<file path="src/rtl/savgol_path_smoother_assert.svh">
// Assertion macros shared by the smoother RTL.
// Each macro names the clock and the reset so that a check stays quiet
// while reset is held.
`ifndef SAVGOL_PATH_SMOOTHER_ASSERT_SVH
`define SAVGOL_PATH_SMOOTHER_ASSERT_SVH

// The consequent must hold in the same cycle as the antecedent.
`define SGPS_ASSERT_SAME(label, clk, rst, ante, cons, msg) \
   label: assert property (@(posedge clk) disable iff (rst) (ante) |-> (cons)) \
      else $error(msg);

// The consequent must hold in the cycle after the antecedent.
`define SGPS_ASSERT_NEXT(label, clk, rst, ante, cons, msg) \
   label: assert property (@(posedge clk) disable iff (rst) (ante) |=> (cons)) \
      else $error(msg);

`endif

</file>
<file path="src/rtl/sgps_pkg.sv">
package sgps_pkg;

   localparam int HALF_SPAN   = 3;
   localparam int WIN         = 2 * HALF_SPAN + 1;
   localparam int POS_W       = $clog2(WIN);
   localparam int COUNT_W     = $clog2(WIN + 1);
   localparam int COORD_W     = 32;
   localparam int COEF_W      = 16;
   localparam int NUM_COEF    = 4;
   localparam int PROD_W      = COORD_W + COEF_W;
   // The adder tree always has eight leaves; unused leaves carry zero.
   localparam int TREE_LEAVES = 8;
   localparam int SUM_W       = PROD_W + $clog2(TREE_LEAVES);
   localparam int FRAC_SHIFT  = 15;
   // Products, three adder levels and the rounding register.
   localparam int LANE_LAT    = 5;
   localparam int LAT_W       = $clog2(LANE_LAT + 1);
   localparam int CSR_INDEX_W = 8;

   localparam logic [CSR_INDEX_W-1:0] CSR_COEF_CENTER = 8'd0;
   localparam logic [CSR_INDEX_W-1:0] CSR_COEF_ONE    = 8'd1;
   localparam logic [CSR_INDEX_W-1:0] CSR_COEF_TWO    = 8'd2;
   localparam logic [CSR_INDEX_W-1:0] CSR_COEF_THREE  = 8'd3;

   localparam logic signed [COEF_W-1:0] COEF_CENTER_RESET = 16'sd10923;
   localparam logic signed [COEF_W-1:0] COEF_ONE_RESET    = 16'sd9362;
   localparam logic signed [COEF_W-1:0] COEF_TWO_RESET    = 16'sd4681;
   localparam logic signed [COEF_W-1:0] COEF_THREE_RESET  = -16'sd3121;

   typedef logic signed [COORD_W-1:0] coord_type;
   typedef coord_type [WIN-1:0]       window_type;
   typedef logic signed [COEF_W-1:0]  coef_type;
   typedef coef_type [NUM_COEF-1:0]   coef_set_type;
   typedef logic [POS_W-1:0]          pos_type;
   typedef logic signed [POS_W+1:0]   spos_type;
   typedef logic [COUNT_W-1:0]        count_type;
   typedef logic [LAT_W-1:0]          lat_type;

   typedef enum logic {
      ST_IDLE,
      ST_CALC
   } state_type;

   // Sequencer to datapath: which window position to present and how.
   typedef struct packed {
      logic    load;
      logic    pass;
      logic    end_flag;
      pos_type center;
   } emit_type;

   // Window position seen by one tap, with the edges replicated.
   function automatic pos_type tap_pos(pos_type center, int tap);
      spos_type p;
      p = spos_type'({2'b00, center}) + spos_type'(tap - HALF_SPAN);
      if (p < spos_type'(0)) begin
         tap_pos = '0;
      end else if (p > spos_type'(WIN - 1)) begin
         tap_pos = pos_type'(WIN - 1);
      end else begin
         tap_pos = p[POS_W-1:0];
      end
   endfunction

endpackage

</file>
<file path="src/rtl/sgps_if.sv">
interface sgps_req_if;
   logic                valid;
   logic                ready;
   sgps_pkg::coord_type point_x;
   sgps_pkg::coord_type point_y;
   logic                is_last;

   modport source (output valid, point_x, point_y, is_last, input ready);
   modport sink   (input valid, point_x, point_y, is_last, output ready);
endinterface


</file>
<file path="src/rtl/sgps_ctrl.sv">
module sgps_ctrl (
   input  logic                 clock,
   input  logic                 reset,
   sgps_req_if.sink             req,
   input  logic                 rsp_free,
   output sgps_pkg::window_type win_x,
   output sgps_pkg::window_type win_y,
   output sgps_pkg::emit_type   emit
);

   sgps_pkg::state_type  state_ff, state_in;
   sgps_pkg::count_type  seen_ff, seen_in, seen_inc;
   logic                 emitted_ff, emitted_in;
   sgps_pkg::pos_type    center_ff, center_in;
   sgps_pkg::pos_type    to_ff, to_in;
   logic                 pass_ff, pass_in;
   logic                 last_ff, last_in;
   sgps_pkg::lat_type    lat_ff, lat_in;
   sgps_pkg::window_type win_x_ff, win_x_in;
   sgps_pkg::window_type win_y_ff, win_y_in;
   logic                 accept;

   assign accept   = req.valid && req.ready;
   assign seen_inc = (seen_ff == sgps_pkg::count_type'(sgps_pkg::WIN)) ?
                     seen_ff : seen_ff + 1'b1;

   // Oldest sample sits at position zero; a new point enters at the top.
   always_comb begin
      win_x_in = win_x_ff;
      win_y_in = win_y_ff;
      if (accept) begin
         for (int k = 0; k < sgps_pkg::WIN - 1; k++) begin
            win_x_in[k] = win_x_ff[k+1];
            win_y_in[k] = win_y_ff[k+1];
         end
         win_x_in[sgps_pkg::WIN-1] = req.point_x;
         win_y_in[sgps_pkg::WIN-1] = req.point_y;
      end
   end

   always_comb begin
      state_in      = state_ff;
      seen_in       = seen_ff;
      emitted_in    = emitted_ff;
      center_in     = center_ff;
      to_in         = to_ff;
      pass_in       = pass_ff;
      last_in       = last_ff;
      lat_in        = lat_ff;
      req.ready     = (state_ff == sgps_pkg::ST_IDLE);
      emit.load     = 1'b0;
      emit.pass     = pass_ff;
      emit.end_flag = 1'b0;
      emit.center   = center_ff;
      case (state_ff)
         sgps_pkg::ST_IDLE: begin
            if (accept) begin
               seen_in = seen_inc;
               lat_in  = sgps_pkg::lat_type'(sgps_pkg::LANE_LAT);
               last_in = req.is_last;
               pass_in = 1'b0;
               to_in   = sgps_pkg::pos_type'(sgps_pkg::WIN - 1);
               if (req.is_last) begin
                  seen_in    = '0;
                  emitted_in = 1'b0;
                  state_in   = sgps_pkg::ST_CALC;
                  if (seen_inc < sgps_pkg::count_type'(sgps_pkg::WIN)) begin
                     // Short path: hand the stored points back untouched.
                     pass_in   = 1'b1;
                     center_in = sgps_pkg::pos_type'(
                                    sgps_pkg::count_type'(sgps_pkg::WIN) - seen_inc);
                  end else if (!emitted_ff) begin
                     center_in = '0;
                  end else begin
                     center_in = sgps_pkg::pos_type'(sgps_pkg::HALF_SPAN);
                  end
               end else if (seen_inc == sgps_pkg::count_type'(sgps_pkg::WIN)) begin
                  state_in   = sgps_pkg::ST_CALC;
                  emitted_in = 1'b1;
                  to_in      = sgps_pkg::pos_type'(sgps_pkg::HALF_SPAN);
                  center_in  = emitted_ff ? sgps_pkg::pos_type'(sgps_pkg::HALF_SPAN) : '0;
               end
            end
         end
         sgps_pkg::ST_CALC: begin
            if (lat_ff != '0) begin
               lat_in = lat_ff - 1'b1;
            end else if (rsp_free) begin
               emit.load     = 1'b1;
               emit.end_flag = last_ff && (center_ff == to_ff);
               lat_in        = sgps_pkg::lat_type'(sgps_pkg::LANE_LAT);
               if (center_ff == to_ff) begin
                  state_in = sgps_pkg::ST_IDLE;
               end else begin
                  center_in = center_ff + 1'b1;
               end
            end
         end
         default: begin
            state_in = sgps_pkg::ST_IDLE;
         end
      endcase
   end

   always_ff @(posedge clock) begin
      if (reset) begin
         state_ff   <= sgps_pkg::ST_IDLE;
         seen_ff    <= '0;
         emitted_ff <= 1'b0;
      end else begin
         state_ff   <= state_in;
         seen_ff    <= seen_in;
         emitted_ff <= emitted_in;
      end
   end

   always_ff @(posedge clock) begin
      center_ff <= center_in;
      to_ff     <= to_in;
      pass_ff   <= pass_in;
      last_ff   <= last_in;
      lat_ff    <= lat_in;
      win_x_ff  <= win_x_in;
      win_y_ff  <= win_y_in;
   end

   assign win_x = win_x_ff;
   assign win_y = win_y_ff;

endmodule

</file>
<file path="src/flat_wrapper.sv">
// flat-port wrapper written by rule: the top's interface ports become plain ports
module sgps_ctrl_flat 
  (clock, reset, rsp_free, win_x, win_y, emit, req_valid, req_point_x, req_point_y, req_is_last, req_ready);
  sgps_req_if req_i ();
  input  logic clock;
  input  logic reset;
  input  logic rsp_free;
  output sgps_pkg::window_type win_x;
  output sgps_pkg::window_type win_y;
  output sgps_pkg::emit_type emit;
  input wire logic [$bits(req_i.valid)-1:0] req_valid;
  input wire logic [$bits(req_i.point_x)-1:0] req_point_x;
  input wire logic [$bits(req_i.point_y)-1:0] req_point_y;
  input wire logic [$bits(req_i.is_last)-1:0] req_is_last;
  output wire logic [$bits(req_i.ready)-1:0] req_ready;
  assign req_i.valid = req_valid;
  assign req_i.point_x = req_point_x;
  assign req_i.point_y = req_point_y;
  assign req_i.is_last = req_is_last;
  assign req_ready = req_i.ready;
  sgps_ctrl u_core (.clock(clock), .reset(reset), .req(req_i), .rsp_free(rsp_free), .win_x(win_x), .win_y(win_y), .emit(emit));
endmodule
</file>
<file path="config.mk">
export PLATFORM = sky130hd
export DESIGN_NAME = sgps_ctrl_flat
export DESIGN_NICKNAME = d
export VERILOG_FILES = /design/src/rtl/savgol_path_smoother_assert.svh /design/src/rtl/sgps_pkg.sv /design/src/rtl/sgps_if.sv /design/src/rtl/sgps_ctrl.sv /design/src/flat_wrapper.sv
export SDC_FILE = /design/constraint.sdc
export NUM_CORES = 1
export LEC_CHECK = 0
export BUFFER_PORTS_ARGS = -buffer_cell sky130_fd_sc_hd__buf_4
export CAP_MARGIN = 20
export CORE_UTILIZATION = 30
export DETAILED_ROUTE_END_ITERATION = 10
export GPL_ROUTABILITY_DRIVEN = 0
export HOLD_SLACK_MARGIN = 0.08
export PLACE_DENSITY_LB_ADDON = 0.25
export SKIP_CTS_REPAIR_TIMING = 1
export SYNTH_ARGS = -nofsm -noshare
export SYNTH_HDL_FRONTEND = slang
export SYNTH_SLANG_ARGS = --single-unit
</file>
<file path="constraint.sdc">
create_clock -name clock -period 12.35 [get_ports clock]
set_input_delay 0.6175 -clock clock [delete_from_list [all_inputs] [get_ports clock]]
set_output_delay 0.6175 -clock clock [all_outputs]
set_load 0.01 [all_outputs]
</file>
==> impl_metrics.py <==
metrics = {
    "die": {
        "rows": 79,
        "initial_core_util_pct": 30.57,
        "die_y_um": 220.5,
        "fp.dieW_um": 220.5,
        "die_area_mm2": 0.04862,
        "core-area_mm2": 0.04685,
        "boundaryPins": 524,
    },
    "power_and_ir_drop": {
        "intPower_mw": 2.767,
        "p_seq_share_pct": 54.0,
        "switching_power_mw": 0.7812,
        "power_density_mw_per_mm2": 173.0,
        "leakagePower_nw": 7.899,
        "pwr-share-comb_pct": 8.0,
        "power.share.clock_pct": 38.0,
        "ir_worst_vdd_uv": 110.1,
        "p_total_mw": 3.548,
        "switching_share_pct": 22.02,
    },
    "setup_path": {
        "regToRegEndpoint": "u_core.win_x[156]",
        "reg2reg_from": "u_core.state_ff",
        "crit_type": "reg2reg",
        "cp_max_fo": 135,
        "required_ns": 12.54,
        "crit_path_end_kind": "register",
        "cp-start-kind": "register",
        "r2r_cells": 4,
        "reg2reg_slack_ns": 8.74,
        "worst-endpoint-arrival_ns": 3.80,
    },
    "cts": {
        "tritoncts": "yes",
        "clock_sinks": 463,
        "worstSkewPairLatency_ns": 0.58,
        "ctsHtreeMaxLevel": 2,
        "clk_pin_slew_ns": 0.06,
        "numCtsBuffers": 49,
        "clock_tree.root_cell": "clkbuf_16",
        "cts_max_path_buffers": 3,
    },
    "yosys": {
        "synth-seq-cells": 463,
        "async_flop_share_pct": 0,
        "synth.yosys.seq_area_share_pct": 96.72,
        "ys_types": 40,
        "synthesis.area_mm2": 0.01432,
        "synth-simple-area-share_pct": 1.328,
        "synth_nets": 602,
        "synth_top_family_by_area": "simple AND/OR/NAND/NOR gates",
        "synth_edf_count": 458,
        "synth_xor_area_share_pct": 0.1835,
        "ys_warn_count": 0,
        "synthMuxAreaShare_pct": 0,
        "yosys.area_share.adder_pct": 0.3494,
        "syn_avg_cell_area_um2": 27.07,
        "synth_compound_area_share_pct": 1.118,
        "synthFlopType": "edfxtp_1",
        "postSynthCellCount": 529,
    },
    "global_route": {
        "track_usage_pct": 12.62,
        "grt_max_degree": 186,
        "antenna_found_initial": 1,
        "grt_pass1_vias": 7118,
        "grt_overflow": 0,
        "grt_pass1_wl_um": 45080,
    },
    "timing": {
        "fin_crit_sh_pct": 29.26,
        "rsz0062_at_grt": "no",
        "finalSetupViolCount": 0,
        "tns_ns": 0,
        "drv_slew": 0,
        "max_freq_mhz": 276.7,
        "holdWs_ns": 0.2146,
        "slew_headroom_pct": 22.55,
        "fin_crit_ns": 3.614,
        "hold_violations": 0,
        "final.setup_skew_ns": 0.02173,
        "worst_slew_pin_slew_ns": 1.162,
    },
    "place": {
        "io_buffers": 523,
        "dp_hpwl_um": 23460,
        "place_area_mm2": 0.01903,
    },
    "outcome": {
        "violations": "DRC",
        "status": "finished with violations",
    },
    "drt": {
        "drcViolationCount": 27,
        "routed_via_density": 4.116,
        "vias": 7195,
        "initialDrtViolationCount": 400,
        "drt-total-wl_um": 33130,
        "wl_per_cell_um": 18.95,
        "ant_nets": 0,
        "dr.pass1.iters": 8,
    },
    "layout": {
        "nNetsFinal": 1176,
        "multiInputGateArea_um2": 426.7,
        "fillers": 4122,
        "stdcell_area_mm2": 0.02051,
        "mostFrequentLayoutCells": "buf_4, edfxtp_1, clkbuf_16",
        "final_common_cell": "buf_4",
        "post-route-util_pct": 43.78,
        "areaGrowthSynthToFinish_pct": 43.21,
        "layout-drive-gt1-share_pct": 52.72,
        "seq_area_mm2": 0.01385,
    },
    "flow_run": {
        "max_cap_violations": 0,
    },
    "worst_hold_path": {
        "min_from": "req_point_y[24]",
        "whs_path_depth": 1,
        "hold_path_end": "u_core.win_y[216]",
        "min_path_type": "in2reg",
    },
}
registers in the layout, summed over array words and instances (netlist names):
name and cells:
u_core.to_ff 2, u_core.emitted_ff 1, u_core.last_ff 1, u_core.pass_ff 1
u_core.win_x 224, u_core.win_y 224, u_core.lat_ff 3, u_core.seen_ff 3
u_core.state_ff 1, u_core.center_ff 3
power by group through the flow:
stage	Clock, mW	Combinational [mW]	Sequential, mW
3_5_place_dp	0	0.290	1.95
3_3_place_gp	0	0.290	1.95
2_1_floorplan	0	0.0395	2.03
6_report	1.35	0.284	1.92
4_1_cts	1.40	0.290	1.92
5_1_grt	1.45	0.301	1.93
metal layers:
metal	part of all wire (%)	wire, um	up-vias	global-route usage (%)
met3	8.3	2746	58	4.811
li1	-	-	3312	-
met2	52	17210	260	21.54
met1	37	12310	3565	14.28
met4	2.6	860	0	4.817
met5	0	0	-	0
cells in the mapped netlist (all sizes together) (3+ instances only):
library cell    n  share of area, %
dfxtp           5              0.70
ha              4              0.35
edfxtp        458                96
and2            3              0.13
a21oi           4              0.14
nand2           4              0.10
inv             7              0.18
xor2            3              0.18
o41ai           4              0.30
o21ai           3              0.10
kinds of logic (layout without fill, tap and decap cells):
kind of cell               count (synthesis)  after routing
other                                      0              1
and+or+nand+nor                           28             28
DFF                                      463            463
adders and majority gates                  4              4
AOI/OAI and AO/OA                         21             21
xor gates and xnor gates                   3              3
buffers and inverters                     10            621
cell type report:
cell class | count | area share, %
repair buffers | 526 | 19.31
flip-flops and latches | 463 | 67.54
multi-input cells | 56 | 2.080
inverters | 7 | 0.1647
diodes | 1 | 0.01220
well taps | 607 | 3.703
clock buffers | 59 | 6.369
clock inverters | 29 | 0.8174
worst max-delay path by stage:
| stage | from | depth (start not counted) | slack (ns) | end |
|---|---|---|---|---|
| 2_1_floorplan | req_valid | 4 | 1.52 | u_core.seen_ff[0] |
| 3_3_place_gp | req_valid | 5 | 8.65 | u_core.win_x[10] |
| 3_5_place_dp | req_valid | 5 | 8.55 | u_core.win_x[156] |
| 4_1_cts | u_core.state_ff | 4 | 8.70 | u_core.win_x[156] |
| 5_1_grt | u_core.state_ff | 4 | 8.48 | u_core.win_x[156] |
| 6_report | u_core.state_ff | 4 | 8.74 | u_core.win_x[156] |
critical path, stage by stage, from the launching register on:
cell and delay, ns:
dfxtp_1 0.41, nand2b_1 0.32, inv_8 0.72, buf_4 0.83
buf_4 0.80
metrics by stage:
step | instances | worst slack, ns
after floorplan | 529 | 1.519
after global placement | 1659 | 8.655
after detailed placement | 1659 | 8.554
after CTS | 1747 | 8.704
after global routing | 1748 | 8.484
final | 1748 | 8.736
(Power assumes the default switching activity.)
